$ cat src/ppd_pkg.sv
// Shared types and constants of the pointer packet decoder.
// No dependencies; every other source file uses this package.
package ppd_pkg;

	localparam int unsigned BYTE_W  = 8;
	localparam int unsigned MODE_W  = 2;
	localparam int unsigned POS_W   = 32;
	localparam int unsigned BTN_W   = 5;
	localparam int unsigned IDX_W   = 2;
	localparam int unsigned HELD_N  = 3;

	localparam logic [MODE_W-1:0] MODE_STD   = 2'd0;
	localparam logic [MODE_W-1:0] MODE_WHEEL = 2'd1;
	localparam logic [MODE_W-1:0] MODE_FIVE  = 2'd2;

	localparam logic [IDX_W-1:0] LAST_IDX_STD = 2'd2;
	localparam logic [IDX_W-1:0] LAST_IDX_EXT = 2'd3;

	typedef struct packed {
		logic              done;
		logic [BYTE_W-1:0] b0;
		logic [BYTE_W-1:0] b1;
		logic [BYTE_W-1:0] b2;
		logic [BYTE_W-1:0] b3;
	} pkt_t;

	function automatic logic is_ext(input logic [MODE_W-1:0] mode);
		return (mode == MODE_WHEEL) || (mode == MODE_FIVE);
	endfunction

endpackage

$ cat src/ppd_if.sv
// Valid/ready channel interfaces of the pointer packet decoder:
// configuration writes, input bytes and position results. Uses ppd_pkg.
interface ppd_cfg_if;
	logic                          valid;
	logic                          ready;
	logic [ppd_pkg::MODE_W-1:0]    mouse_mode;

	modport source (output valid, output mouse_mode, input ready);
	modport sink   (input valid, input mouse_mode, output ready);
endinterface

interface ppd_byte_if;
	logic                          valid;
	logic                          ready;
	logic [ppd_pkg::BYTE_W-1:0]    data_byte;

	modport source (output valid, output data_byte, input ready);
	modport sink   (input valid, input data_byte, output ready);
endinterface

interface ppd_pos_if;
	logic                             valid;
	logic                             ready;
	logic signed [ppd_pkg::POS_W-1:0] pos_x;
	logic signed [ppd_pkg::POS_W-1:0] pos_y;
	logic signed [ppd_pkg::POS_W-1:0] pos_z;
	logic [ppd_pkg::BTN_W-1:0]        buttons;

	modport source (output valid, output pos_x, output pos_y, output pos_z,
		output buttons, input ready);
	modport sink   (input valid, input pos_x, input pos_y, input pos_z,
		input buttons, output ready);
endinterface

$ cat src/ppd_asm.sv
// Packet assembler: byte counter, held bytes and packet completion.
// Depends on ppd_pkg.
module ppd_asm (
	input  logic                       clk,
	input  logic                       arst_n,
	input  logic [ppd_pkg::BYTE_W-1:0] data_byte,
	input  logic                       adv,
	input  logic                       cfg_wr,
	input  logic [ppd_pkg::MODE_W-1:0] mode,
	output ppd_pkg::pkt_t              pkt,
	output logic [ppd_pkg::IDX_W-1:0]  idx
);
	import ppd_pkg::*;

	logic [IDX_W-1:0]  idx_q;
	logic [BYTE_W-1:0] held_q [HELD_N];
	logic [IDX_W-1:0]  last_idx;

	assign last_idx = is_ext(mode) ? LAST_IDX_EXT : LAST_IDX_STD;
	assign idx      = idx_q;

	always_comb begin
		pkt.done = (idx_q >= last_idx);
		pkt.b0   = (idx_q == 2'd0) ? data_byte : held_q[0];
		pkt.b1   = (idx_q == 2'd1) ? data_byte : held_q[1];
		pkt.b2   = (idx_q == 2'd2) ? data_byte : held_q[2];
		pkt.b3   = data_byte;
	end

	always_ff @(posedge clk or negedge arst_n) begin
		if (!arst_n) begin
			idx_q <= '0;
		end else if (cfg_wr) begin
			idx_q <= '0;
		end else if (adv) begin
			idx_q <= pkt.done ? '0 : idx_q + 2'd1;
		end
	end

	always_ff @(posedge clk) begin
		if (adv && idx_q != LAST_IDX_EXT) begin
			held_q[idx_q] <= data_byte;
		end
	end

endmodule

$ cat src/ppd_acc.sv
// Position and button accumulators, updated once per completed packet.
// Depends on ppd_pkg.
module ppd_acc (
	input  logic                              clk,
	input  logic                              arst_n,
	input  ppd_pkg::pkt_t                     pkt,
	input  logic                              fire,
	input  logic [ppd_pkg::MODE_W-1:0]        mode,
	output logic signed [ppd_pkg::POS_W-1:0]  pos_x,
	output logic signed [ppd_pkg::POS_W-1:0]  pos_y,
	output logic signed [ppd_pkg::POS_W-1:0]  pos_z,
	output logic [ppd_pkg::BTN_W-1:0]         buttons
);
	import ppd_pkg::*;

	logic [POS_W-1:0] acc_x_q;
	logic [POS_W-1:0] acc_y_q;
	logic [POS_W-1:0] acc_z_q;
	logic [BTN_W-1:0] btn_q;
	logic [POS_W-1:0] dx;
	logic [POS_W-1:0] dy;
	logic [POS_W-1:0] dz;
	logic [BTN_W-1:0] btn_d;

	always_comb begin
		dx = {{(POS_W-BYTE_W){pkt.b0[4]}}, pkt.b1};
		dy = {{(POS_W-BYTE_W){pkt.b0[5]}}, pkt.b2};
		btn_d = {btn_q[4:3], pkt.b0[2:0]};
		dz = '0;
		if (mode == MODE_WHEEL) begin
			dz = {{(POS_W-BYTE_W){pkt.b3[7]}}, pkt.b3};
		end else if (mode == MODE_FIVE) begin
			dz = {{(POS_W-4){pkt.b3[3]}}, pkt.b3[3:0]};
			btn_d[4:3] = pkt.b3[5:4];
		end
	end

	always_ff @(posedge clk or negedge arst_n) begin
		if (!arst_n) begin
			acc_x_q <= '0;
			acc_y_q <= '0;
			acc_z_q <= '0;
			btn_q   <= '0;
		end else if (fire) begin
			acc_x_q <= acc_x_q + dx;
			acc_y_q <= acc_y_q - dy;
			acc_z_q <= acc_z_q + dz;
			btn_q   <= btn_d;
		end
	end

	assign pos_x   = signed'(acc_x_q);
	assign pos_y   = signed'(acc_y_q);
	assign pos_z   = signed'(acc_z_q);
	assign buttons = btn_q;

endmodule

$ cat src/pointer_packet_decoder.sv
// Top level of the pointer packet decoder: input register, assembler,
// accumulators and result valid. Depends on ppd_pkg, ppd_if, ppd_asm, ppd_acc.
//
// Takes one mouse byte per clock cycle, except while a packet's last byte waits
// on a stalled result, and for each completed packet (three bytes in standard
// mode, four in wheel and five-button modes) presents the running X, Y and Z
// positions and the five buttons as one result item. A byte passes an input
// register and then updates the accumulators, which double as the result
// register. The result waits in place while the sink stalls; bytes that do not
// complete a packet keep flowing meanwhile. Writing mouse_mode restarts packet
// gathering and drops any partial packet; mode 3 acts as standard mode.
module pointer_packet_decoder (
	input  logic       clk,
	input  logic       arst_n,
	ppd_cfg_if.sink    cfg,
	ppd_byte_if.sink   din,
	ppd_pos_if.source  dout
);
	import ppd_pkg::*;

	logic              valid_s1;
	logic [BYTE_W-1:0] byte_s1;
	logic              out_valid_q;
	logic [MODE_W-1:0] mode_q;
	logic              adv;
	logic              fire;
	logic [IDX_W-1:0]  idx;
	pkt_t              pkt;

	assign adv       = valid_s1 && (!pkt.done || !out_valid_q || dout.ready);
	assign fire      = adv && pkt.done;
	assign din.ready = !valid_s1 || adv;
	assign cfg.ready = 1'b1;
	assign dout.valid = out_valid_q;

	always_ff @(posedge clk or negedge arst_n) begin
		if (!arst_n) begin
			valid_s1 <= 1'b0;
		end else if (din.ready) begin
			valid_s1 <= din.valid;
		end
	end

	always_ff @(posedge clk) begin
		if (din.valid && din.ready) begin
			byte_s1 <= din.data_byte;
		end
	end

	always_ff @(posedge clk or negedge arst_n) begin
		if (!arst_n) begin
			mode_q <= MODE_STD;
		end else if (cfg.valid) begin
			mode_q <= cfg.mouse_mode;
		end
	end

	always_ff @(posedge clk or negedge arst_n) begin
		if (!arst_n) begin
			out_valid_q <= 1'b0;
		end else if (fire) begin
			out_valid_q <= 1'b1;
		end else if (dout.ready) begin
			out_valid_q <= 1'b0;
		end
	end

	ppd_asm u_asm (
		.clk       (clk),
		.arst_n    (arst_n),
		.data_byte (byte_s1),
		.adv       (adv),
		.cfg_wr    (cfg.valid),
		.mode      (mode_q),
		.pkt       (pkt),
		.idx       (idx)
	);

	ppd_acc u_acc (
		.clk     (clk),
		.arst_n  (arst_n),
		.pkt     (pkt),
		.fire    (fire),
		.mode    (mode_q),
		.pos_x   (dout.pos_x),
		.pos_y   (dout.pos_y),
		.pos_z   (dout.pos_z),
		.buttons (dout.buttons)
	);

	a_std_idx: assert property (@(posedge clk) disable iff (!arst_n)
		!is_ext(mode_q) |-> idx != LAST_IDX_EXT)
		else $error("byte counter past last byte of a standard packet");

	a_fire_out: assert property (@(posedge clk) disable iff (!arst_n)
		fire |=> out_valid_q)
		else $error("completed packet did not raise result valid");

	a_pos_hold: assert property (@(posedge clk) disable iff (!arst_n)
		!fire |=> $stable(dout.pos_x) && $stable(dout.pos_y) && $stable(dout.pos_z))
		else $error("position changed without a completed packet");

	a_no_overrun: assert property (@(posedge clk) disable iff (!arst_n)
		out_valid_q && !dout.ready |-> !fire)
		else $error("result overwritten while stalled");

endmodule

$ cat src/flat_wrapper.sv
// flat-port wrapper written by rule: the top's interface ports become plain ports
module pointer_packet_decoder_flat import ppd_pkg::*;
  (clk, arst_n, cfg_valid, cfg_mouse_mode, cfg_ready, din_valid, din_data_byte, din_ready, dout_valid, dout_pos_x, dout_pos_y, dout_pos_z, dout_buttons, dout_ready);
  ppd_cfg_if cfg_i ();
  ppd_byte_if din_i ();
  ppd_pos_if dout_i ();
  input  logic clk;
  input  logic arst_n;
  input wire logic [$bits(cfg_i.valid)-1:0] cfg_valid;
  input wire logic [$bits(cfg_i.mouse_mode)-1:0] cfg_mouse_mode;
  output wire logic [$bits(cfg_i.ready)-1:0] cfg_ready;
  input wire logic [$bits(din_i.valid)-1:0] din_valid;
  input wire logic [$bits(din_i.data_byte)-1:0] din_data_byte;
  output wire logic [$bits(din_i.ready)-1:0] din_ready;
  output wire logic [$bits(dout_i.valid)-1:0] dout_valid;
  output wire logic [$bits(dout_i.pos_x)-1:0] dout_pos_x;
  output wire logic [$bits(dout_i.pos_y)-1:0] dout_pos_y;
  output wire logic [$bits(dout_i.pos_z)-1:0] dout_pos_z;
  output wire logic [$bits(dout_i.buttons)-1:0] dout_buttons;
  input wire logic [$bits(dout_i.ready)-1:0] dout_ready;
  assign cfg_i.valid = cfg_valid;
  assign cfg_i.mouse_mode = cfg_mouse_mode;
  assign cfg_ready = cfg_i.ready;
  assign din_i.valid = din_valid;
  assign din_i.data_byte = din_data_byte;
  assign din_ready = din_i.ready;
  assign dout_valid = dout_i.valid;
  assign dout_pos_x = dout_i.pos_x;
  assign dout_pos_y = dout_i.pos_y;
  assign dout_pos_z = dout_i.pos_z;
  assign dout_buttons = dout_i.buttons;
  assign dout_i.ready = dout_ready;
  pointer_packet_decoder u_core (.clk(clk), .arst_n(arst_n), .cfg(cfg_i), .din(din_i), .dout(dout_i));
endmodule
$ cat config.mk
export PLATFORM = sky130hd
export DESIGN_NAME = pointer_packet_decoder_flat
export DESIGN_NICKNAME = d
export VERILOG_FILES = /design/src/ppd_pkg.sv /design/src/ppd_if.sv /design/src/ppd_asm.sv /design/src/ppd_acc.sv /design/src/pointer_packet_decoder.sv /design/src/flat_wrapper.sv
export SDC_FILE = /design/constraint.sdc
export NUM_CORES = 1
export LEC_CHECK = 0
export BUFFER_PORTS_ARGS = -buffer_cell sky130_fd_sc_hd__clkbuf_2
export CORE_MARGIN = 1
export CORE_UTILIZATION = 45
export DETAILED_ROUTE_END_ITERATION = 10
export GPL_TIMING_DRIVEN = 0
export PLACE_DENSITY_LB_ADDON = 0.12
export SYNTH_ARGS = -nofsm -noshare
export SYNTH_HDL_FRONTEND = slang
export SYNTH_SLANG_ARGS = --single-unit
export TNS_END_PERCENT = 30
$ cat constraint.sdc
create_clock -name clk -period 7.7 [get_ports clk]
set_input_delay 0.385 -clock clk [delete_from_list [all_inputs] [get_ports clk]]
set_output_delay 0.385 -clock clk [all_outputs]
set_load 0.02 [all_outputs]
==> results of run 1 <==
==> flip-flops by register name, summed over array words and instances (netlist names) <==
name / flops
u_core.u_acc.pos_x: 32
u_core.u_acc.pos_y: 32
u_core.u_acc.pos_z: 32
u_core.u_asm.held_q: 21
u_core.byte_s1: 8
u_core.u_acc.buttons: 5
u_core.mode_q: 2
u_core.u_asm.idx: 2
u_core.dout.valid: 1
u_core.valid_s1: 1
==> per-layer routing <==
metal | part of all wire, % | vias to the layer above
met1 | 49 | 3745
met3 | 5.1 | 34
li1 | - | 4041
met5 | 0 | -
met2 | 44 | 226
met4 | 2.0 | 0
==> placed cells by master (no fill, tap or decap), types with 29 or more instances in the layout <==
cell type and count:
nor2_1 61, a21oi_1 58, nor3_1 32, xor2_1 41
inv_1 33, xnor2_1 40, dfrtp_1 107, edfxtp_1 29
ha_1 77, o21ai_0 109, clkbuf_2 116, nand2_1 149
==> layout make-up <==
cell class              count  share of cell area [%]
plain buffers              38                   1.876
clock buffers              20                   4.059
clock inverters            12                   1.387
inverters                  33                   1.126
multi-input cells         839                   50.59
flip-flops and latches    136                   32.25
well taps                 270                   3.070
repair buffers            118                   5.651
==> metrics by stage <==
stage	area [µm²]	hold slack [ns]	instances	worst slack, ns
after floorplan	9445	0.08941	1046	3.928
after global placement	10370	0.4614	1433	2.901
after detailed placement	10410	0.4658	1434	2.845
after CTS	11000	0.04822	1466	2.836
after global routing	11000	0.06541	1466	2.420
final	11000	0.02471	1466	2.871
==> final timing paths <==
kind / cells past startpoint / end / from
hold reg to reg: 1 / u_core.u_acc.pos_y[31]$_DFFE_PN0P_ / u_core.u_acc.pos_y[31]$_DFFE_PN0P_
max in group asynchronous: 2 / u_core.u_acc.pos_x[24]$_DFFE_PN0P_ / arst_n
setup / recovery: 15 / u_core.u_acc.pos_x[25]$_DFFE_PN0P_ / u_core.u_asm.idx[0]$_DFFE_PN0P_
hold / removal: 2 / u_core.u_acc.pos_y[14]$_DFFE_PN0P_ / arst_n
setup reg to reg: 15 / u_core.u_acc.pos_x[25]$_DFFE_PN0P_ / u_core.u_asm.idx[0]$_DFFE_PN0P_
min in group clk: 1 / u_core.byte_s1[3]$_DFFE_PP_ / din_data_byte[3]
==> kinds of logic (layout without fill, tap and decap cells) <==
group | count (synthesis) | count (layout) | share of synthesized area, %
xor+xnor | 81 | 81 | 7.511
other cells | 1 | 1 | 0.03970
simple gates | 359 | 359 | 17.88
flops | 136 | 136 | 37.57
buf+inv | 71 | 221 | 3.497
mux | 35 | 35 | 3.881
fa+ha+maj | 80 | 80 | 10.84
compound gates | 283 | 283 | 18.78
==> worst max-delay path, cell delays in order (launching register included) <==
cell and delay [ns]:
dfrtp_1 0.42, inv_1 0.13, ha_1 0.16, clkbuf_1 0.39
mux2i_1 0.47, inv_1 0.52, ha_1 0.56, and4_1 0.24
and3_1 0.16, a21oi_1 0.17, nand3_1 0.13, a41oi_1 0.47
o21ai_0 0.32, a31oi_1 0.27, xor2_1 0.16, o21ai_0 0.11
==> cell usage after synthesis (17+ instances only) <==
cell type / count
and3_1: 17
a21oi_1: 58
inv_1: 33
mux2i_1: 22
nand3_1: 22
o21ai_0: 109
ha_1: 77
nor2_1: 61
dfrtp_1: 107
a21o_1: 26
xnor2_1: 40
clkbuf_1: 25
nor3_1: 32
xor2_1: 41
nand2_1: 149
edfxtp_1: 29
==> where the power goes <==
part / switching [W] / internal, W
logic: 0.00140 / 0.000894
clock network: 0.000338 / 0.000518
registers: 0.000246 / 0.000982
==> results.md, run 1 <==
* Die W at 146.9 µm
* Synth Net Count at 1141
* First-pass GRT wire length at 39880 µm
* Root buffer cell: clkbuf_16
* Reg area at 0.003548 mm²
* RSZ-0062 raised after global routing: false
* Filler cells at 1952
* Max FO, Critical Path at 23
* Vias in the first global route at 7673
* Htree depth at 4
* Ys Warns at 0
* Final Hold Fails at 0
* Gate Count Post-Synth at 1046
* Startpoint Class: flop
* Starting Density at 46.23%
* Final setup vio count at 0
* Yosys top cell by area: dfrtp_1
* Setup TNS at 0 ns
* Synth area leaders: dfrtp_1 28%, ha_1 10%, edfxtp_1 9.2%, nand2_1 5.9%, o21ai_0 5.8%
* #FFs+latches synth at 136
* Max-slew violations at 0
* Pin count of the biggest net entering global routing at 108
* Die Area at 0.02157 mm²
* IO Pins at approximately 120
* Max Cap Viol at 0
* Most used DFF post-synth: dfrtp_1
* Buffers on Ports at 117
* CP Class: flop to flop
* Initial antenna violation count at 0
* Hold Buf Count CTS at 0
* Total global routing track utilization at 23.49%
* Status: finished clean
* Power Total at 0.004377 W
* Met1 global-route usage at 33.17%
* Final core utilization at 53.86%
* GRT Residual Overflow at 0
* Worst min-delay path class: primary input to asynchronous set/reset pin
* Multi-input logic area at 0.005567 mm²
* Worst-path clk slew at roughly 0.060 ns
* Core ar. at 0.02043 mm²
* Fin crit share at 62.71%
* Slew margin rel. at 25.59%
* Die Y at ~150 µm
* Pre-antenna DRT Iters at 6
* GP Congestion at 0.9051
* Antenna Cells at 0
* Vias post-DR at 8046
* Worst EP required at 7.98 ns
* Register area share after synthesis at a little under two fifths
* Number of synthesized flops with an enable pin at 29
* Layout area overhead at 16.51%
* Grt met3 use at under 10%
* Max IR drop VDD at 0.1917 mV
* Critical Path AT at 5.11 ns
* Layout Nets at 1278
* Cell Pwr Density at 397.7 mW/mm²
* Share of the synthesized area in the top cell type at approximately 28%
* Syn avg cell area at approximately 9 µm²
* Setup Buffers After CTS at 0
* PostCTS Resize Cnt at 0
* Initial DRC count at 494
* Layout Skew at 0.007353 ns
* HPWL after detailed placement at roughly 18000 µm
* Drt drc at 0
* Routed WL at 24440 µm
* Slew at the pin closest to its max-slew limit at 1.113 ns
* CTS tree: done
* Num rows at between 50 and 60
* Tmin final at 4.829 ns
* Layer with the highest usage: met2
* Critical Path Sink Type: flop
* Leakage at between 5 and 6 nW
* Fraction of layout cells with a size suffix above 1 at 15.64%
* M2 GR Usage at between 30 and 40%
* Clock Sink Count at about 140
* Post-synth ARST share at 78.68%
* Synthesized area at around 0.0094 mm²
* CTS buffer count at 17
* Highest clock rate at 207.1 MHz
* CTS max path bufs at 2
* R2R Setup Slk at 2.87 ns
* Skew-Pair Late Insertion Delay at 0.43 ns
* Via density at 5.488
* Drt wl/cell at 16.67 µm
* Post-route ant nets at 0
* Unique masters post-synth at 75
Note: power is estimated with default switching activity, not from simulation.
==> run 2, diff against run 1 <==
Settings changed: ABC_AREA set to 1.
Clock period 7.7 ns to 4.9 ns, I/O delays scaled along.
==> run 2 against run 1 <==
Compared with the run above:
- clock skew is 0.010 ns higher
- maximum frequency up 24%
- synthesized cell count increased by 50%
- die area increased by 16%
- count of clock-buffer cells in the layout shrank 3
- combinational power rose by 130%
- worst hold slack got worse by 0.0026 ns
- largest power group unchanged
- via count up 36%
- synthesized area is 17% higher
==> results.md, run 2 <==
* Status: finished clean
* Slowest CP cell: inv_1
* Gate Count Post-Synth at 1570
* Htree depth at 4
* Die Y at 158.5 µm
* Ys Warns at 0
* Fin crit share at 79.60%
* Critical Path Sink Type: flop
* Num rows at 56
* Pint at 0.004039 W
* Via density at 5.323
* Setup Buffers After CTS at 0
* Die W at between 150 and 200 µm
* Share of the synthesized area in the top cell type at 24.31%
* Drt drc at 0
* Core ar. at 0.02375 mm²
* Worst EP required at 5.23 ns
* Multi-input logic area at 0.006673 mm²
* Cell Pwr Density at 667.1 mW/mm²
* Routed WL at 34170 µm
* #FFs+latches synth at 136
* Layout area overhead at 16.09%
* Commonest cells after routing, fill and taps aside: 489 x nand2_1, 140 x inv_1, 122 x o21ai_0, 122 x nor2_1, 116 x clkbuf_2
* Sw Share at 52.65%
* Starting Density at 46.37%
* Met3 routed WL at about 1800 µm
* P_sw at approximately 0.0045 W
* Total global routing track utilization at about 29%
* WHS at 0.02215 ns
* GP Congestion at around 0.95
* Buffers on Ports at 117
* Pre-antenna DRT Iters at 5
* Synth area leaders: dfrtp_1 24%, nand2_1 17%, ha_1 8.7%, edfxtp_1 7.9%, o21ai_0 5.6%
* Pin count of the biggest net entering global routing at 76
* CTS buffer count at 17
* Most frequent cells after synthesis: 489 x nand2_1, 140 x inv_1, 123 x o21ai_0
* CP Class: flop to flop
* Slew margin rel. at 21.43%
* Worst min-delay path class: primary input to flop
* Skew-Pair Late Insertion Delay at 0.44 ns
* Die Area at 0.02511 mm²
* Worst-path clk slew at 0.08 ns
* Antenna Cells at 0
* Leakage at 6.419 nW
* Vias post-DR at 10920
* Tmin final at approximately 4 ns
* Most used DFF post-synth: dfrtp_1
* Max IR drop VDD at between 0.2 and 0.3 mV
* Metal-1 WL at 16240 µm
* Number of synthesized flops with an enable pin at 29
* Reg area at 0.003548 mm²
* Final Hold Fails at 0
* Register area share after synthesis at between 30 and 40%
* CTS max path bufs at 2
* Max FO, Critical Path at 24
* Unique masters post-synth at 47
* Vias in the first global route at 10430
* Most frequent cell after synthesis: nand2_1
* Max Cap Viol at 0
* Slew at the pin closest to its max-slew limit at around 1.2 ns
* Highest clock rate at 256.4 MHz
* Layout Nets at around 1800
* Syn avg cell area at 7.015 µm²
* Placed inst area at 0.01205 mm²
* Final setup vio count at 0
* Initial DRC count at 711
* First-pass GRT wire length at 54670 µm
* Critical Path Max Stage Delay at 0.71 ns
* RSZ-0062 raised after global routing: false
* Dpl cells at 2008
* Filler cells at 2398
* Post-synth ARST share at around four fifths
* Layout Skew at about 0.018 ns
* HPWL after detailed placement at 26900 µm
* Critical Path AT at 4.23 ns
* Synth Net Count at 1665
* IO Pins at 119
* Drt wl/cell at 16.66 µm
* Initial antenna violation count at 0
* Most common cell after layout, fill and taps aside: nand2_1
* Synthesized area at 0.01101 mm²
* Post-route ant nets at 0
* Fraction of layout cells with a size suffix above 1 at 15.01%
* Share of total power in sequential cells at 23.8%
* Startpoint Class: flop
* Yosys top cell by area: dfrtp_1
* Crit path cell chain: inv_1 > ha_1 > inv_1 > o21ai_0 > o21ai_0 > inv_1 > ha_1 > clkbuf_1 > a21oi_1 > o21ai_0 > a21oi_1 > nand2_1 > nand2_1 > nand2_1 > or2_2 > nand3_1 > nand2_1
* PostCTS Resize Cnt at 0
* CTS tree: done
* Root buffer cell: clkbuf_16
* Design Area, Final at 0.01279 mm²
* Metal2 WL at 15530 µm
* Max-slew violations at 0
* GRT Residual Overflow at 0
* Clock Sink Count at 136
* Top sig layer: met4
* Most used cell, CP: nand2_1
* Post-route insts no fill at 2051
* Clock power share at 15.8%
* Comb power frac at 60.5%
==> run 2: routing by layer <==
metal | GRT usage, % | up-vias
li1 | - | 5526
met1 | 38.95 | 5092
met2 | 46.55 | 260
met3 | 4.736 | 39
met4 | 7.463 | 0
met5 | 0 | -
==> run 2: worst max-delay path: cells and delay by family, from the launching register on <==
family | cells | cell delay [ns]
AOI/OAI and AO/OA | 5 | 1.07
adders and majority gates | 2 | 0.54
and+or+nand+nor | 6 | 0.71
DFF | 1 | 0.38
buffers and inverters | 4 | 1.07
==> run 2: final timing paths <==
kind,start,end,slack (ns),cells after the start
min reg2reg,u_core.u_acc.buttons[0]$_DFFE_PN0P_,u_core.u_acc.buttons[0]$_DFFE_PN0P_,0.49,2
max,u_core.mode_q[0]$_DFFE_PN0P_,u_core.u_acc.pos_z[22]$_DFFE_PN0P_,1.0,17
min in group asynchronous,arst_n,u_core.u_acc.pos_y[14]$_DFFE_PN0P_,0.26,2
max in group asynchronous,arst_n,u_core.u_acc.pos_z[31]$_DFFE_PN0P_,3.93,3
max reg2reg,u_core.mode_q[0]$_DFFE_PN0P_,u_core.u_acc.pos_z[22]$_DFFE_PN0P_,1.0,17
min,din_valid,u_core.valid_s1$_DFFE_PN0N_,0.02,3
==> run 2: through the flow <==
step	setup TNS, ns	utilization [%]	setup WS, ns	total power (W)
3_3_place_gp	-13.46	50.52	-0.8638	0.007098
6_report	0	53.83	0.9998	0.008530
3_5_place_dp	0	50.75	1.040	0.007146
5_1_grt	0	53.83	0.5392	0.009297
4_1_cts	0	53.83	1.008	0.008535
2_1_floorplan	0	-	0.8421	0.005708
==> run 2: cell families (layout without fill, tap and decap cells) <==
kind of cell	count (synthesis)	after routing	share of synthesized area [%]
flip-flops	136	136	32.22
AO/OA/AOI/OAI	283	283	14.34
adder cells (fa/ha/maj)	80	80	9.292
multiplexers	2	2	0.1818
other	1	1	0.03405
AND/OR/NAND/NOR	831	831	33.05
XOR/XNOR	46	46	3.658
buffers and inverters	191	353	7.236
==> run 2: power by group through the flow <==
stage | Clock (W) | Sequential [W] | Combinational (W)
6_report | 0.00134 | 0.00203 | 0.00516
5_1_grt | 0.00142 | 0.00209 | 0.00578
4_1_cts | 0.00137 | 0.00203 | 0.00514
3_5_place_dp | 0 | 0.00205 | 0.00510
3_3_place_gp | 0 | 0.00204 | 0.00506
2_1_floorplan | 0 | 0.00243 | 0.00328
==> run 2: layout make-up <==
class	count	area share [%]
inverters	159	4.726
well taps	319	3.122
clock buffers	17	3.327
clock inverters	15	1.536
flip-flops and latches	136	27.75
multi-input cells	1243	52.19
repair buffers	130	5.842
plain buffers	32	1.507
==> run 2: timing repair <==
| action | CTS | global route |
|---|---|---|
| endpoints found under the hold margin | 42 | 0 |
| setup endpoints to repair | 0 | 0 |
| hold buffers | 11 | 0 |
==> run 3, diff against run 2 <==
Settings changed: ABC_AREA 1 to 0.
Clock period 4.9 ns to 3.6 ns, I/O delays scaled along.
==> run 3 against run 2 <==
Compared with the run above:
- total power grew 15%
- largest power group unchanged
- clock skew down 0.0092 ns
- die area fell by 14%
- combinational power rose by 3.9%
==> results.md, run 3 (synthesis results as in run 1) <==
* Multi-input logic area at around 0.006 mm²
* Die Y at 146.9 µm
* Worst r2r src: u_core.u_asm.idx[0]$_DFFE_PN0P_
* Min-Delay Startpoint: dout_ready
* Pre-antenna DRT Iters at 5
* GRT Residual Overflow at 0
* Cell Pwr Density at 834.3 mW/mm²
* Num rows at between 50 and 60
* Vias in the first global route at 7986
* Worst r2r dst: u_core.u_acc.pos_y[23]$_DFFE_PN0P_
* Worst-path clk slew at ~0.06 ns
* R2R Setup Slk at 0.15 ns
* Most common cell after layout, fill and taps aside: nand2_1
* WHS Path Cells at 3
* Pin count of the biggest net entering global routing at 108
* Max-slew violations at 0
* Max FO, Critical Path at 6
* Worst hold path endpoint: u_core.dout.valid$_DFFE_PN0P_
* Routed WL at 25200 µm
* Slew at the pin closest to its max-slew limit at 0.9100 ns
* Antenna Cells at 0
* Max Cap Viol at 0
* Vias post-DR at 8320
* Skew-Pair Late Insertion Delay at 0.43 ns
* Buffers on Ports at 117
* Core ar. at 0.02043 mm²
* Layout Nets at about 1300
* Layout area overhead at 24.89%
* Fin crit share at 95.86%
* Final setup vio count at 0
* Worst EP required at 3.94 ns
* Critical Path Sink Type: flop
* Final core utilization at 57.74%
* Htree depth at 4
* CTS max path bufs at 2
* Commonest cells after routing, fill and taps aside: 148 x nand2_1, 118 x clkbuf_2, 105 x dfrtp_1
* Total global routing track utilization at 23.80%
* Die W at between 100 and 150 µm
* Die Area at 0.02157 mm²
* IO Pins at 119
* FF-to-FF path depth at 16
* Final Hold Fails at 0
* Tmin final at 3.451 ns
* Fraction of layout cells with a size suffix above 1 at between 20 and 25%
* Slew margin rel. at 37.60%
* Starting Density at 46.23%
* CP Class: flop to flop
* Setup TNS at 0 ns
* Initial DRC count at ~570
* Root buffer cell: clkbuf_16
* CTS tree: done
* Layout Skew at 0.008577 ns
* Post-route insts no fill at 1503
* Status: finished clean
* Initial antenna violation count at 0
* Max IR drop VDD at approximately 0.44 mV
* Critical Path AT at around 3.8 ns
* CTS buffer count at 17
* Drt wl/cell at 16.77 µm
* Clock Sink Count at 136
* Worst min-delay path class: primary input to flop
* Filler cells at 1874
* Design Area, Final at 0.01180 mm²
* Highest clock rate at 289.8 MHz
* Post-route ant nets at 0
* HPWL after detailed placement at 17730 µm
* Startpoint Class: flop
* GP Congestion at 0.9056
* Drt drc at 0
* Placed inst area at 0.01041 mm²
* Via density at 5.536
* Dpl cells at 1434
* First-pass GRT wire length at 40770 µm
* Leakage at 5.365 nW
* Power Total at 0.009842 W
* Reg area at 0.003551 mm²
run 3: cell count changes in the layout (fill, tap and decap cells not counted), sizes merged, moves of 14 or more:
cell    previous run  this run
clkbuf           141       161
nand2            527       150
nor2             138        61
o21ai            137       111
a21o               7        26
a41oi             16         2
and3               0        17
nor3              16        32
nand3            112        23
a21oi             92        59
mux2i              2        22
inv              166        35
xor2              15        41
run 3: final cells by class:
| type | count | area share, % |
|---|---|---|
| clock buffers | 18 | 3.638 |
| multi-input cells | 840 | 50.94 |
| plain buffers | 34 | 1.633 |
| well taps | 270 | 2.864 |
| repair buffers | 158 | 8.178 |
| flip-flops and latches | 136 | 30.10 |
| inverters | 33 | 1.156 |
| clock inverters | 14 | 1.485 |
run 3: repair_timing:
item,4_1_cts,5_1_grt
pin swaps,4,22
hold buffers,13,0
endpoints found under the setup margin,69,80
endpoints found under the hold margin,120,0
cloned,0,1
setup buffers,6,21
resized for setup,35,65
run 3: through the flow:
stage	worst slack, ns	hold slack, ns
finish	0.1490	0.09917
global route	-0.04413	0.1062
CTS	-0.01935	0.09667
detailed placement	-1.033	0.3051
global placement	-0.9479	0.3586
floorplan	-0.04423	-0.1156
run 3: worst max-delay path, cell delays in order, from the launching register on:
cell      delay (ns)
dfrtp_2         0.46
inv_4           0.11
ha_4            0.19
clkbuf_2        0.19
mux2i_1         0.11
ha_1            0.34
o21a_1          0.12
o21ai_0         0.13
a21oi_2         0.26
o31ai_4         0.14
buf_12          0.15
a221oi_2        0.25
buf_4           0.17
nand2_1         0.09
a21oi_4         0.24
mux2i_1         0.24
xor2_1          0.18
run 3: worst max path at each step:
| stage | startpoint | end | slack, ns |
|---|---|---|---|
| after floorplan | u_core.u_asm.idx[0]$_DFFE_PN0P_ | u_core.u_acc.pos_x[31]$_DFFE_PN0P_ | -0.04 |
| after global placement | u_core.u_asm.idx[0]$_DFFE_PN0P_ | u_core.u_acc.pos_x[29]$_DFFE_PN0P_ | -0.95 |
| after detailed placement | u_core.u_asm.idx[0]$_DFFE_PN0P_ | u_core.u_acc.pos_x[29]$_DFFE_PN0P_ | -1.03 |
| after CTS | u_core.u_asm.idx[0]$_DFFE_PN0P_ | u_core.u_acc.pos_y[25]$_DFFE_PN0P_ | -0.02 |
| after global routing | u_core.mode_q[1]$_DFFE_PN0P_ | u_core.u_acc.pos_z[24]$_DFFE_PN0P_ | -0.04 |
| final | u_core.u_asm.idx[0]$_DFFE_PN0P_ | u_core.u_acc.pos_y[23]$_DFFE_PN0P_ | 0.15 |
run 3: where the power goes:
group / internal (W) / switching, W / leakage, nW
registers: 0.00210 / 0.000562 / 1.64
logic: 0.00218 / 0.00318 / 3.44
clock network: 0.00110 / 0.000721 / 0.288
run 3: metal layers:
metal  track usage (%)  part of all wire (%)  vias to the layer above
met5                 0                     0                        -
met4             6.510                   1.3                        0
met3             3.913                   4.2                       21
met2             37.35                    46                      197
met1             33.85                    48                     3963
li1                  -                     -                     4139
